===== config.mk =====
export PLATFORM = sky130hd
export DESIGN_NAME = write_request_coalescer_core_flat
export DESIGN_NICKNAME = d
export VERILOG_FILES = /design/src/rtl/wrc_pkg.sv /design/src/rtl/wrc_if.sv /design/src/rtl/wrc_group_engine.sv /design/src/rtl/wrc_result_fifo.sv /design/src/rtl/write_request_coalescer_core.sv /design/src/flat_wrapper.sv
export SDC_FILE = /design/constraint.sdc
export NUM_CORES = 1
export LEC_CHECK = 0
export ABC_CLOCK_PERIOD_IN_PS = 12200
export BUFFER_PORTS_ARGS = -buffer_cell sky130_fd_sc_hd__buf_2
export CAP_MARGIN = 20
export CORE_MARGIN = 1.5
export CORE_UTILIZATION = 30
export CTS_CLUSTER_DIAMETER = 60
export CTS_CLUSTER_SIZE = 12
export DETAILED_ROUTE_END_ITERATION = 10
export PLACE_DENSITY_LB_ADDON = 0.1
export SETUP_SLACK_MARGIN = 0.05
export SYNTH_ARGS = -nofsm -noshare
export SYNTH_HDL_FRONTEND = slang
export SYNTH_HIERARCHICAL = 1
export SYNTH_SLANG_ARGS = --single-unit

===== constraint.sdc =====
create_clock -name clk -period 12.2 [get_ports clk]
set_input_delay 3.05 -clock clk [delete_from_list [all_inputs] [get_ports clk]]
set_output_delay 3.05 -clock clk [all_outputs]
set_load 0.05 [all_outputs]

===== src/rtl/wrc_pkg.sv =====
// write request coalescer package: field widths, request and result types
// no dependencies
package wrc_pkg;

  localparam int OFFSET_W = 32;
  localparam int LEN_W    = 25;
  localparam int END_W    = OFFSET_W + 1;
  localparam int COUNT_W  = 16;

  localparam logic [LEN_W-1:0]   LIMIT_RESET = LEN_W'(1048576);
  localparam logic [COUNT_W-1:0] COUNT_MAX   = '1;

  typedef enum logic {
    CAUSE_SIZE_LIMIT = 1'b0,
    CAUSE_EXPIRED    = 1'b1
  } cause_t;

  typedef struct packed {
    logic [OFFSET_W-1:0] offset;
    logic [LEN_W-1:0]    length;
    logic                retry_pending;
    logic                force_expire;
    logic                deadline_passed;
    logic                end_of_list;
  } wrc_req_t;

  typedef struct packed {
    logic [OFFSET_W-1:0] group_offset;
    logic [LEN_W-1:0]    group_bytes;
    logic [COUNT_W-1:0]  request_count;
    cause_t              cause;
    logic                last_of_run;
  } wrc_res_t;

  // up to two results per request, v1 only with v0
  typedef struct packed {
    logic     v0;
    logic     v1;
    wrc_res_t r0;
    wrc_res_t r1;
  } wrc_push_t;

endpackage


===== src/rtl/wrc_if.sv =====
// channel interfaces of the write request coalescer: request, result, config write
// depends on wrc_pkg
interface wrc_req_if;
  import wrc_pkg::*;
  logic                valid;
  logic                ready;
  logic [OFFSET_W-1:0] offset;
  logic [LEN_W-1:0]    length;
  logic                retry_pending;
  logic                force_expire;
  logic                deadline_passed;
  logic                end_of_list;

  modport source (output valid, offset, length, retry_pending, force_expire,
                  deadline_passed, end_of_list, input ready);
  modport sink (input valid, offset, length, retry_pending, force_expire,
                deadline_passed, end_of_list, output ready);
endinterface

interface wrc_res_if;
  import wrc_pkg::*;
  logic                valid;
  logic                ready;
  logic [OFFSET_W-1:0] group_offset;
  logic [LEN_W-1:0]    group_bytes;
  logic [COUNT_W-1:0]  request_count;
  logic                cause;
  logic                last_of_run;

  modport source (output valid, group_offset, group_bytes, request_count, cause,
                  last_of_run, input ready);
  modport sink (input valid, group_offset, group_bytes, request_count, cause,
                last_of_run, output ready);
endinterface

interface wrc_cfg_if;
  import wrc_pkg::*;
  logic             valid;
  logic             ready;
  logic [LEN_W-1:0] coalesce_limit;

  modport source (output valid, coalesce_limit, input ready);
  modport sink (input valid, coalesce_limit, output ready);
endinterface


===== src/rtl/wrc_group_engine.sv =====
// group state registers and the single-pass update for one accepted request
// depends on wrc_pkg
module wrc_group_engine import wrc_pkg::*; (
  input  logic             clk,
  input  logic             rst_n,
  input  logic             req_fire,
  input  wrc_req_t         req,
  input  logic [LEN_W-1:0] limit,
  output wrc_push_t        push
);

  logic                open_r, open_nxt;
  logic [OFFSET_W-1:0] start_r, start_nxt;
  logic [LEN_W-1:0]    size_r, size_nxt;
  logic [END_W-1:0]    fe_r, fe_nxt;
  logic [COUNT_W-1:0]  count_r, count_nxt;
  logic                expired_r, expired_nxt;
  logic                halted_r, halted_nxt;

  logic             cur_exp;
  logic             eff;
  logic [END_W-1:0] req_end;
  logic             overlap;
  logic             grows;
  logic [LEN_W-1:0] grow;
  logic [LEN_W:0]   grown;
  logic             over;
  logic [COUNT_W-1:0] count_inc;
  logic             start_new;
  logic             a_v, b_v;
  cause_t           a_cause;
  wrc_res_t         res_a, res_b;

  always_comb begin
    cur_exp   = req.force_expire | req.deadline_passed;
    eff       = expired_r | cur_exp;
    req_end   = {1'b0, req.offset} + END_W'(req.length);
    overlap   = {1'b0, req.offset} <= fe_r;
    grows     = req_end > fe_r;
    grow      = req_end[LEN_W-1:0] - fe_r[LEN_W-1:0];
    grown     = {1'b0, size_r} + {1'b0, grow};
    over      = grown > {1'b0, limit};
    count_inc = (count_r == COUNT_MAX) ? count_r : count_r + 1'b1;

    open_nxt    = open_r;
    start_nxt   = start_r;
    size_nxt    = size_r;
    fe_nxt      = fe_r;
    count_nxt   = count_r;
    expired_nxt = expired_r;
    halted_nxt  = halted_r;
    start_new   = 1'b0;
    a_v         = 1'b0;
    b_v         = 1'b0;
    a_cause     = CAUSE_EXPIRED;

    if (req_fire) begin
      if (halted_r) begin
        if (req.end_of_list) begin
          halted_nxt = 1'b0;
        end
      end else begin
        if (req.retry_pending && !req.deadline_passed) begin
          a_v         = open_r & expired_r;
          open_nxt    = 1'b0;
          expired_nxt = 1'b0;
          halted_nxt  = !req.end_of_list;
        end else if (!open_r) begin
          start_new = 1'b1;
        end else if (overlap) begin
          if (grows && over) begin
            a_v       = 1'b1;
            a_cause   = CAUSE_SIZE_LIMIT;
            start_new = 1'b1;
          end else begin
            if (grows) begin
              size_nxt = grown[LEN_W-1:0];
              fe_nxt   = req_end;
            end
            count_nxt   = count_inc;
            expired_nxt = eff;
          end
        end else begin
          a_v       = eff;
          start_new = 1'b1;
        end

        if (start_new) begin
          open_nxt    = 1'b1;
          start_nxt   = req.offset;
          size_nxt    = req.length;
          fe_nxt      = req_end;
          count_nxt   = COUNT_W'(1);
          expired_nxt = cur_exp;
        end

        if (req.end_of_list) begin
          b_v         = open_nxt & expired_nxt;
          open_nxt    = 1'b0;
          expired_nxt = 1'b0;
        end
      end
    end

    res_a = '{group_offset: start_r, group_bytes: size_r, request_count: count_r,
              cause: a_cause, last_of_run: 1'b0};
    res_b = '{group_offset: start_nxt, group_bytes: size_nxt, request_count: count_nxt,
              cause: CAUSE_EXPIRED, last_of_run: 1'b1};

    push.v0 = a_v | b_v;
    push.v1 = a_v & b_v;
    push.r0 = a_v ? res_a : res_b;
    push.r0.last_of_run = !(a_v & b_v);
    push.r1 = res_b;
  end

  always_ff @(posedge clk) begin
    if (!rst_n) begin
      open_r    <= 1'b0;
      expired_r <= 1'b0;
      halted_r  <= 1'b0;
    end else begin
      open_r    <= open_nxt;
      expired_r <= expired_nxt;
      halted_r  <= halted_nxt;
    end
  end

  // group payload, only read while the group is open
  always_ff @(posedge clk) begin
    start_r <= start_nxt;
    size_r  <= size_nxt;
    fe_r    <= fe_nxt;
    count_r <= count_nxt;
  end

endmodule


===== src/rtl/wrc_result_fifo.sv =====
// result queue: takes up to two results a cycle, gives one per pop
// depends on wrc_pkg
module wrc_result_fifo import wrc_pkg::*; #(
  parameter int DEPTH = 4,
  localparam int PTR_W = (DEPTH > 1) ? $clog2(DEPTH) : 1,
  localparam int CNT_W = $clog2(DEPTH + 1)
) (
  input  logic             clk,
  input  logic             rst_n,
  input  wrc_push_t        push,
  input  logic             pop,
  output logic             room,
  output logic             out_valid,
  output wrc_res_t         out_res,
  output logic [CNT_W-1:0] level
);

  wrc_res_t mem [DEPTH];

  logic [PTR_W-1:0] wr_ptr_r, wr_ptr_nxt;
  logic [PTR_W-1:0] rd_ptr_r, rd_ptr_nxt;
  logic [CNT_W-1:0] level_r, level_nxt;
  logic             pop_fire;

  function automatic logic [PTR_W-1:0] ptr_inc(input logic [PTR_W-1:0] p);
    return (p == PTR_W'(DEPTH - 1)) ? '0 : p + 1'b1;
  endfunction

  always_comb begin
    pop_fire   = pop & (level_r != '0);
    level_nxt  = level_r + CNT_W'(push.v0) + CNT_W'(push.v1) - CNT_W'(pop_fire);
    wr_ptr_nxt = push.v1 ? ptr_inc(ptr_inc(wr_ptr_r)) :
                 push.v0 ? ptr_inc(wr_ptr_r) : wr_ptr_r;
    rd_ptr_nxt = pop_fire ? ptr_inc(rd_ptr_r) : rd_ptr_r;
  end

  always_ff @(posedge clk) begin
    if (!rst_n) begin
      wr_ptr_r <= '0;
      rd_ptr_r <= '0;
      level_r  <= '0;
    end else begin
      wr_ptr_r <= wr_ptr_nxt;
      rd_ptr_r <= rd_ptr_nxt;
      level_r  <= level_nxt;
    end
  end

  always_ff @(posedge clk) begin
    if (push.v0) begin
      mem[wr_ptr_r] <= push.r0;
    end
    if (push.v1) begin
      mem[ptr_inc(wr_ptr_r)] <= push.r1;
    end
  end

  assign room      = level_r <= CNT_W'(DEPTH - 2);
  assign out_valid = level_r != '0;
  assign out_res   = mem[rd_ptr_r];
  assign level     = level_r;

endmodule


===== src/rtl/write_request_coalescer_core.sv =====
// write request coalescer top level: config register, group engine, result queue
// depends on wrc_pkg, wrc_if, wrc_group_engine, wrc_result_fifo
//
// Usage:
//   in_req  takes offset-sorted write requests, one per valid/ready handshake.
//   out_res returns coalesced transfers; a request gives zero, one or two of
//           them, last_of_run marks the final one of each request.
//   cfg_wr  writes coalesce_limit; always ready, write only while idle.
// Results of a taken request are registered in the queue and offered in order.
// Throughput: one request per cycle while in_req.ready, set by the combinational
//   group update on the registered state; results leave one per cycle when taken
// Stall: results queue in a FIFO_DEPTH-entry buffer; in_req.ready drops while
//   fewer than two entries are free, so nothing is lost while out_res stalls.
// Reset: rst_n synchronous, active low; clears the group, the halt mark and
//   the queue, and loads coalesce_limit with 1048576.
module write_request_coalescer_core import wrc_pkg::*; #(
  parameter int FIFO_DEPTH = 4
) (
  input  logic     clk,
  input  logic     rst_n,
  wrc_req_if.sink  in_req,
  wrc_res_if.source out_res,
  wrc_cfg_if.sink  cfg_wr
);

  localparam int CNT_W = $clog2(FIFO_DEPTH + 1);

  logic [LEN_W-1:0] limit_r;
  logic             req_fire;
  wrc_req_t         req;
  wrc_push_t        push;
  logic             room;
  logic             res_valid;
  wrc_res_t         res;
  logic [CNT_W-1:0] level;

  // configuration register
  assign cfg_wr.ready = 1'b1;

  always_ff @(posedge clk) begin
    if (!rst_n) begin
      limit_r <= LIMIT_RESET;
    end else if (cfg_wr.valid) begin
      limit_r <= cfg_wr.coalesce_limit;
    end
  end

  assign in_req.ready = room;
  assign req_fire     = in_req.valid & room;
  assign req = '{offset: in_req.offset, length: in_req.length,
                 retry_pending: in_req.retry_pending, force_expire: in_req.force_expire,
                 deadline_passed: in_req.deadline_passed,
                 end_of_list: in_req.end_of_list};

  wrc_group_engine u_engine (
    .clk      (clk),
    .rst_n    (rst_n),
    .req_fire (req_fire),
    .req      (req),
    .limit    (limit_r),
    .push     (push)
  );

  wrc_result_fifo #(
    .DEPTH (FIFO_DEPTH)
  ) u_fifo (
    .clk       (clk),
    .rst_n     (rst_n),
    .push      (push),
    .pop       (out_res.ready),
    .room      (room),
    .out_valid (res_valid),
    .out_res   (res),
    .level     (level)
  );

  assign out_res.valid         = res_valid;
  assign out_res.group_offset  = res.group_offset;
  assign out_res.group_bytes   = res.group_bytes;
  assign out_res.request_count = res.request_count;
  assign out_res.cause         = res.cause;
  assign out_res.last_of_run   = res.last_of_run;

  // results only come from an accepted request
  a_push_needs_request: assert property (@(posedge clk) disable iff (!rst_n)
    push.v0 |-> req_fire)
    else $error("result produced without an accepted request");

  // a second result only follows a first
  a_second_after_first: assert property (@(posedge clk) disable iff (!rst_n)
    push.v1 |-> push.v0)
    else $error("second result without first");

  // queue never holds more than its depth
  a_no_overflow: assert property (@(posedge clk) disable iff (!rst_n)
    level <= CNT_W'(FIFO_DEPTH))
    else $error("result queue overflow");

  // a queued result leaves only when taken
  a_result_held: assert property (@(posedge clk) disable iff (!rst_n)
    (res_valid && !out_res.ready && !push.v0) |=> res_valid && $stable(res))
    else $error("waiting result changed while stalled");

endmodule

===== src/flat_wrapper.sv =====
// flat-port wrapper written by rule: the top's interface ports become plain ports
module write_request_coalescer_core_flat import wrc_pkg::*;
#(
  parameter int FIFO_DEPTH = 4
)
  (clk, rst_n, in_req_valid, in_req_offset, in_req_length, in_req_retry_pending, in_req_force_expire, in_req_deadline_passed, in_req_end_of_list, in_req_ready, out_res_valid, out_res_group_offset, out_res_group_bytes, out_res_request_count, out_res_cause, out_res_last_of_run, out_res_ready, cfg_wr_valid, cfg_wr_coalesce_limit, cfg_wr_ready);
  wrc_req_if in_req_i ();
  wrc_res_if out_res_i ();
  wrc_cfg_if cfg_wr_i ();
  input  logic clk;
  input  logic rst_n;
  input wire logic [$bits(in_req_i.valid)-1:0] in_req_valid;
  input wire logic [$bits(in_req_i.offset)-1:0] in_req_offset;
  input wire logic [$bits(in_req_i.length)-1:0] in_req_length;
  input wire logic [$bits(in_req_i.retry_pending)-1:0] in_req_retry_pending;
  input wire logic [$bits(in_req_i.force_expire)-1:0] in_req_force_expire;
  input wire logic [$bits(in_req_i.deadline_passed)-1:0] in_req_deadline_passed;
  input wire logic [$bits(in_req_i.end_of_list)-1:0] in_req_end_of_list;
  output wire logic [$bits(in_req_i.ready)-1:0] in_req_ready;
  output wire logic [$bits(out_res_i.valid)-1:0] out_res_valid;
  output wire logic [$bits(out_res_i.group_offset)-1:0] out_res_group_offset;
  output wire logic [$bits(out_res_i.group_bytes)-1:0] out_res_group_bytes;
  output wire logic [$bits(out_res_i.request_count)-1:0] out_res_request_count;
  output wire logic [$bits(out_res_i.cause)-1:0] out_res_cause;
  output wire logic [$bits(out_res_i.last_of_run)-1:0] out_res_last_of_run;
  input wire logic [$bits(out_res_i.ready)-1:0] out_res_ready;
  input wire logic [$bits(cfg_wr_i.valid)-1:0] cfg_wr_valid;
  input wire logic [$bits(cfg_wr_i.coalesce_limit)-1:0] cfg_wr_coalesce_limit;
  output wire logic [$bits(cfg_wr_i.ready)-1:0] cfg_wr_ready;
  assign in_req_i.valid = in_req_valid;
  assign in_req_i.offset = in_req_offset;
  assign in_req_i.length = in_req_length;
  assign in_req_i.retry_pending = in_req_retry_pending;
  assign in_req_i.force_expire = in_req_force_expire;
  assign in_req_i.deadline_passed = in_req_deadline_passed;
  assign in_req_i.end_of_list = in_req_end_of_list;
  assign in_req_ready = in_req_i.ready;
  assign out_res_valid = out_res_i.valid;
  assign out_res_group_offset = out_res_i.group_offset;
  assign out_res_group_bytes = out_res_i.group_bytes;
  assign out_res_request_count = out_res_i.request_count;
  assign out_res_cause = out_res_i.cause;
  assign out_res_last_of_run = out_res_i.last_of_run;
  assign out_res_i.ready = out_res_ready;
  assign cfg_wr_i.valid = cfg_wr_valid;
  assign cfg_wr_i.coalesce_limit = cfg_wr_coalesce_limit;
  assign cfg_wr_ready = cfg_wr_i.ready;
  write_request_coalescer_core #(.FIFO_DEPTH(FIFO_DEPTH)) u_core (.clk(clk), .rst_n(rst_n), .in_req(in_req_i), .out_res(out_res_i), .cfg_wr(cfg_wr_i));
endmodule

# == After elaboration in Yosys (flattened, before gate mapping) ==
# Memories as Yosys holds them, arrays and structs flattened. A register that Yosys moved wholly into a read port is not among the register bits.
# Index checks and enable logic that the tools add are counted.
# classes
n_bitwise,9
n_eq_ne,6
n_mux,73
n_reduce_logical,12
add_sub_neg,10
order_cmp,4
# op_table
op,count
$mux 25,8
$mux 33,6
$mux 16,8
$mux 32,3
$mux 75,1
$mux 1,40
$add 32x25->33,1
$gt 33x33->1,1
$le 32x33->1,1
$add 25x25->26,1
$gt 26x25->1,1
$sub 25x25->25,1
$add 16x1->16 const B,1
$eq 16x16->1 const B,1
$mux 2,7
$reduce_bool 2->1,4
$reduce_and 7->1,1
$add 2x1->2 const B,3
$add 3x1->3,2
$eq 2x2->1 const B,3
$and 1x1->1,5
$ne 2x1->1 const B,2
$le 3x2->1 const B,1
$logic_not 1->1,3
6 further kinds,9
# totals
register_bits,141
output_inout_bits,78
inputBits,91
ram_bits,300
word_cells,126
mem_count,1
# mem_list
name,depth,width,rd,rd_ports_with_merged_regs,wr,line,text
u_core.u_fifo.mem,4,75,1,1,2,wrc_result_fifo.sv:18,wrc_res_t mem [DEPTH];

# == Depth between registers and ports, before layout ==
# Gate-level depths: netlist of the first run.
# logic_depth
word_depth,22
mapped_depth,45
depth_no_buf,44

# == Cells and area by module ==
# Netlist of the first run, hierarchy kept.
# by_module_without_submodules
module,area_per_inst_um2,seq_area_each_um2,cells_each,instances
wrc_result_fifo,15621.2,9188.8,787,1
wrc_group_engine,10717.8,2512.4,1250,1
write_request_coalescer_core,980.9,500.5,83,1

# == Least setup slack after synthesis of the first run ==
# OpenSTA, ideal clock, no wires.
# synth_path
kind,input-to-reg
from,input port in_req_length[0]
to,memory u_core/u_fifo/mem[0][0] (netlist bit) (enable)
stages,40
slack_ps,-141
arrival_ps,11906
path_buffers,4
setup_time_ps,435
required_time_ps,11765
path_cell_list,ha_1 -> inv_1 -> fa_1 -> nor2b_1 -> o21a_1 -> o21ai_0 -> a21oi_1 -> o21ai_0 -> o21ai_0 -> xor2_1 -> ha_1 -> or2_2 -> a21oi_1 -> a31oi_1 -> a41o_1 -> or2_2 -> a221o_1 -> xor2_1 -> [4 not listed] -> a21oi_1 -> xnor2_1 -> ha_1 -> nand2_1 -> nor3_1 -> nand3_1 -> o21ai_0 -> nand4_4 -> a311oi_4 -> buf_2 -> nand2_1 -> a21oi_1 -> and2_1 -> buf_4 -> nand2_2 -> buf_6 -> buf_6 -> nand2_1
# synth_lines
element,line,text
"start, declared",flat_wrapper.sv:14,input wire logic [$bits(in_req_i.length)-1:0] in_req_length;
"end, declared",wrc_result_fifo.sv:18,

==> metrics.cfg, run 1 <==
[place]
place.gp.congestion = 0.896
placed_area_sq_um = 29700
port_buffers = 167
dp_slack_ns = 0.221
dp_hpwl_mm = 59.9
place_inst = 3429

[timing]
period_minus_slack_ns = 11.41
tns_ns = 0
max-slew-margin-rel = 0.381
clock_skew_ns = 0.0338
fin_crit_sh = 0.935
hold_viol_final = 0
setup_viol = 0
whs_ns = 0.491
drv_slew = 0
worst_slack_ns = 0.793
rsz0062_at_grt = false
max_freq_mhz = 87.7
tightestPinTransition_ns = 0.926

[yosys]
synth-edff-count = 333
synth_compound_area_frac = 0.100
synth_area_sq_um = 27300
synth_simple_gate_area_frac = 0.0725
synth-xor-area-share = 0.0228
synthCells = 2120
muxShareOfSynthArea = 0.247
ys_types = 90
synth_fa_ha_area_frac = 0.0724
yosysSeqAreaShare = 0.447
async_reset_ff_frac = 0
syn_avg_cell_area_sq_um = 12.9
synth-main-ff-cell = edfxtp_1
yosys_warnings = 6
synth_top_family_by_area = multiplexers
ys_ff_latch = 443

[global_route]
grt_max_degree = 48
grt_overflow = 0
grtUsageTotal = 0.180
grt_pass1_wl_mm = 124
grt_pass1_vias = 18500
antenna_found_initial = 2

[power_and_ir_drop]
seq_power_share = 0.256
power_density_nw_per_um2 = 259
power.switching_mw = 3.31
intPower_mw = 4.85
finalPower_mw = 8.16
power.share.clock = 0.201
p_sw_frac = 0.406
peakVddDrop_mv = 0.139
p_leak_nw = 12.4
p_comb_frac = 0.543

[worst_setup_path]
crit_type = input port to flop
crit_path_max_fanout = 7
cp.depth = 41
cp-start-kind = input port
r2r_cells = 35
critical_path_buf_inv_count = 4
arrival_ns = 11.91
critical_path_required_ns = 12.70
crit_family = compound AO/OA/AOI/OAI gates
end_kind = flop
cp_slowest_cell = fa_1
slowest_delay_ns = 0.41

[floorplan]
die-area_sq_um = 92900
rows = 110
initial_core_util = 0.303
die_h_um = 305
ioPinCount = 169
coreArea_sq_um = 90100
chipWidth_um = 305

[clock_network]
clockBufferDepth = 3
ctsResizeCount = 0
clock-root-buffer = clkbuf_16
cts_tree = done
cts_num_sinks = 443
ctsHoldBuffers = 0
clock_latency_ns = 0.62
clk_pin_slew_worst_paths_ns = 0.06
cts_htree_levels = 2
cts_buffers = 53
post_cts_buffers = 0

[detailed_routing]
drt-vias-per-instance = 5.11
ant_nets = 0
drt_first_pass_iters = 6
drt-total-wl_mm = 84.7
post_drt_wl_per_cell_um = 24.0
drc = 0
vias = 18000
drtIter0Drc = 938

[flow_run]
max-cap-violations = 0

[layout]
layout_commonest_cell = edfxtp_1
final_util = 0.349
drive_gt1_frac = 0.329
stdcell_count = 3531
fin_nets = 2556
syn2layout_area_growth_pct = 15.3
fin_area_sq_um = 31500
final_cell_mix = 333 x edfxtp_1, 181 x mux2_2, 179 x mux2_4

[status]
status = finished clean

[worst_hold_path]
min_delay_path_depth = 2
min_path_type = flop to flop

[final timing paths]
path	slack, ns	start	end
setup reg to reg	4.25	u_core/u_engine/fe_r[0]$_DFFE_PP_	u_core/u_fifo/level[2]$_SDFF_PN0_
hold / removal	0.49	u_core/limit_r[20]$_SDFFE_PN1P_	u_core/limit_r[20]$_SDFFE_PN1P_
setup / recovery	0.79	in_req_offset[0]	u_core/u_fifo/level[2]$_SDFF_PN0_
hold reg to reg	0.49	u_core/limit_r[20]$_SDFFE_PN1P_	u_core/limit_r[20]$_SDFFE_PN1P_
[power groups by stage]
stage / sequential (mW) / clock, mW / combinational, mW
after floorplan: 2.06 / 0 / 3.36
after global placement: 2.15 / 0 / 4.34
after detailed placement: 2.15 / 0 / 4.38
after CTS: 2.12 / 1.70 / 4.41
after global routing: 2.11 / 1.75 / 4.84
final: 2.09 / 1.64 / 4.43
[final cells by class]
class,count,area (sq um)
diodes,1,2.50
repair buffers,225,1520
clock inverters,27,358
multi-input cells,1481,14100
clock buffers,72,1420
flip-flops and latches,443,12200
well taps,1176,1470
inverters,106,398
fillers,8780,58600
[registers in the layout (all words and copies together) (netlist names), named ones only]
| signal | cells |
|---|---|
| u_core/u_fifo/mem | 300 |
| u_core/u_fifo/level | 3 |
| u_core/limit_r | 25 |
| u_core/u_engine/start_r | 32 |
| u_core/u_fifo/wr_ptr_r | 2 |
| u_core/u_engine/halted_r | 1 |
| u_core/u_engine/count_r | 16 |
| u_core/u_engine/size_r | 25 |
| u_core/u_engine/fe_r | 33 |
| u_core/u_engine/expired_r | 1 |
| u_core/u_engine/open_r | 1 |
| u_core/u_fifo/rd_ptr_r | 2 |
[routing by layer]
layer  vias up  share of wire  GRT usage
li1       8530              -          -
met1      9079           0.47      0.244
met2       336           0.48      0.305
met3        86          0.032     0.0212
met4         2          0.017     0.0388
met5         -        0.00015          0
[logic make-up (layout without fill, tap and decap cells)]
group,Yosys count,after routing
fa+ha+maj,155,155
compound gates,394,394
simple gates,391,391
mux,467,467
flops,443,443
buf+inv,197,430
other cells,2,4
xor+xnor,71,71
[cell usage after synthesis, types with 32 or more instances]
master | n | area (sq um)
a21o_1 | 32 | 240
a21oi_1 | 100 | 500
dfxtp_1 | 110 | 2200
edfxtp_1 | 333 | 10000
ha_1 | 150 | 1880
inv_1 | 106 | 398
mux2_2 | 181 | 2040
mux2_4 | 179 | 2690
mux2i_1 | 32 | 320
mux4_2 | 75 | 1690
nand2_1 | 102 | 383
nand3_1 | 32 | 160
nor2_1 | 78 | 293
nor2b_1 | 36 | 225
o21ai_0 | 75 | 375
o22a_1 | 56 | 490
xnor2_1 | 47 | 412
[worst register-to-register path, delay by kind of cell (launching register included)]
kind / cells / cell delay, ns
XOR/XNOR: 3 / 0.58
AND/OR/NAND/NOR: 8 / 1.14
buffers and inverters: 3 / 0.27
flip-flops: 1 / 0.41
adder cells (fa/ha/maj): 7 / 2.46
AO/OA/AOI/OAI: 14 / 2.98
Note: power is estimated with default switching activity, not from simulation.
==> run 2: changes to the inputs <==
Settings changed: REMOVE_ABC_BUFFERS set to 1.
==> metrics.cfg, run 2 (synthesis gave the netlist of run 1 again) <==
[status]
status = finished clean

[worst_setup_path]
end_kind = flop
reg2reg_slack_ns = 4.22
critical_path_buf_inv_count = 5
critical_path_required_ns = 12.72
crit_family = compound AO/OA/AOI/OAI gates
crit_type = input port to flop
arrival_ns = 11.89
slowest_delay_ns = 0.43
cp_slowest_cell = fa_1
crit_path_max_fanout = 7
cp-start-kind = input port

[detailed_routing]
vias = 18200
drc = 0
drt_first_pass_iters = 5
drt-vias-per-instance = 5.12
post_drt_wl_per_cell_um = 24.1
drt-total-wl_mm = 85.6
drtIter0Drc = 1034
ant_nets = 0

[power_and_ir_drop]
p_sw_frac = 0.409
peakVddDrop_mv = 0.0989
p_leak_nw = 12.5
seq_power_share = 0.254
p_comb_frac = 0.541
power_density_nw_per_um2 = 260
intPower_mw = 4.89
power.switching_mw = 3.38
power.share.clock = 0.206

[layout]
top_register = u_core/u_fifo/mem
syn2layout_area_growth_pct = 16.1
fin_area_sq_um = 31700
reg_top3 = u_core/u_fifo/mem: 300 flops, u_core/u_engine/fe_r: 33 flops, u_core/u_engine/start_r: 32 flops
stdcell_count = 3549
largest_reg_flops = 300
fin_nets = 2568
fillerInstances = 8772
layout_commonest_cell = edfxtp_1
final_cell_mix = 333 x edfxtp_1, 181 x mux2_2, 179 x mux2_4
drive_gt1_frac = 0.335

[timing]
tightestPinTransition_ns = 0.939
drv_slew = 0
hold_viol_final = 0
worst_slack_ns = 0.829
whs_ns = 0.478
clock_skew_ns = 0.0315
setup_viol = 0
max_freq_mhz = 87.9
rsz0062_at_grt = false
period_minus_slack_ns = 11.37
tns_ns = 0
fin_crit_sh = 0.932
max-slew-margin-rel = 0.374

[clock_network]
cts_buffers = 58
clock_latency_ns = 0.63
clk_pin_slew_worst_paths_ns = 0.06
clockBufferDepth = 3
ctsHoldBuffers = 0
cts_tree = done
cts_htree_levels = 2
cts_num_sinks = 443
clock-root-buffer = clkbuf_16

[global_route]
grtUsageTotal = 0.182
antenna_found_initial = 5
busiest_layer = met2
use_met2 = 0.297
grtUsageMet1 = 0.248
grt_overflow = 0
grt_pass1_wl_mm = 126
grt_max_degree = 48
grt_pass1_vias = 19000
use_met3 = 0.0281

[place]
place_inst = 3438
dp_slack_ns = 0.0259
placed_area_sq_um = 29800
dp_hpwl_mm = 62.2
port_buffers = 167
place.gp.congestion = 0.868

[flow_run]
max-cap-violations = 0

[floorplan]
die-area_sq_um = 92900
rows = 110
coreArea_sq_um = 90100
initial_core_util = 0.303
die_h_um = 305
chipWidth_um = 305
ioPinCount = 169

[worst_hold_path]
min_path_type = flop to flop

[run 2: stage by stage]
step                 util  power, mW
floorplan               -       5.39
global placement    0.331       6.53
detailed placement  0.331       6.59
CTS                 0.352       8.33
global route        0.352       8.80
finish              0.352       8.26
[run 2: timing repair]
action	4_1_cts	5_1_grt
setup endpoints to repair	0	1
resized for setup	0	1
buffers inserted	0	0
[run 2: power by group through the flow]
| stage | Sequential [mW] | Clock (mW) | Combinational, mW |
|---|---|---|---|
| CTS | 2.10 | 1.75 | 4.49 |
| global route | 2.12 | 1.80 | 4.88 |
| finish | 2.10 | 1.70 | 4.47 |
| detailed placement | 2.13 | 0 | 4.46 |
| global placement | 2.12 | 0 | 4.40 |
| floorplan | 2.11 | 0 | 3.27 |
[run 2: layer usage]
layer / wire (um) / share of wire
met1: 40300 / 0.47
met2: 39900 / 0.47
met3: 3340 / 0.039
met4: 2050 / 0.024
met5: 27 / 0.00032
[run 2: final timing paths]
check | startpoint | to | depth (start not counted)
max | in_req_length[0] | u_core/u_fifo/level[2]$_SDFF_PN0_ | 42
min | u_core/limit_r[20]$_SDFFE_PN1P_ | u_core/limit_r[20]$_SDFFE_PN1P_ | 2
max reg2reg | u_core/u_engine/fe_r[0]$_DFFE_PP_ | u_core/u_fifo/level[2]$_SDFF_PN0_ | 33
min reg2reg | u_core/limit_r[20]$_SDFFE_PN1P_ | u_core/limit_r[20]$_SDFFE_PN1P_ | 2
[run 2: area by class of cell]
| cell class | instances | area (sq um) | share of cell area |
|---|---|---|---|
| multi-input cells | 1481 | 14100 | 0.445 |
| flip-flops and latches | 443 | 12200 | 0.385 |
| repair buffers | 232 | 1620 | 0.0512 |
| clock buffers | 74 | 1550 | 0.0489 |
| well taps | 1176 | 1470 | 0.0464 |
| inverters | 106 | 398 | 0.0125 |
| clock inverters | 34 | 333 | 0.0105 |
| diodes | 3 | 7.51 | 0.000237 |
[run 2: worst register-to-register path, delay by kind of cell, from the launching register on]
family | cells | cell delay, ns
buffers and inverters | 2 | 0.12
AO/OA/AOI/OAI | 12 | 2.81
flip-flops | 1 | 0.41
XOR/XNOR | 3 | 0.61
adder cells (fa/ha/maj) | 7 | 2.42
AND/OR/NAND/NOR | 9 | 1.53
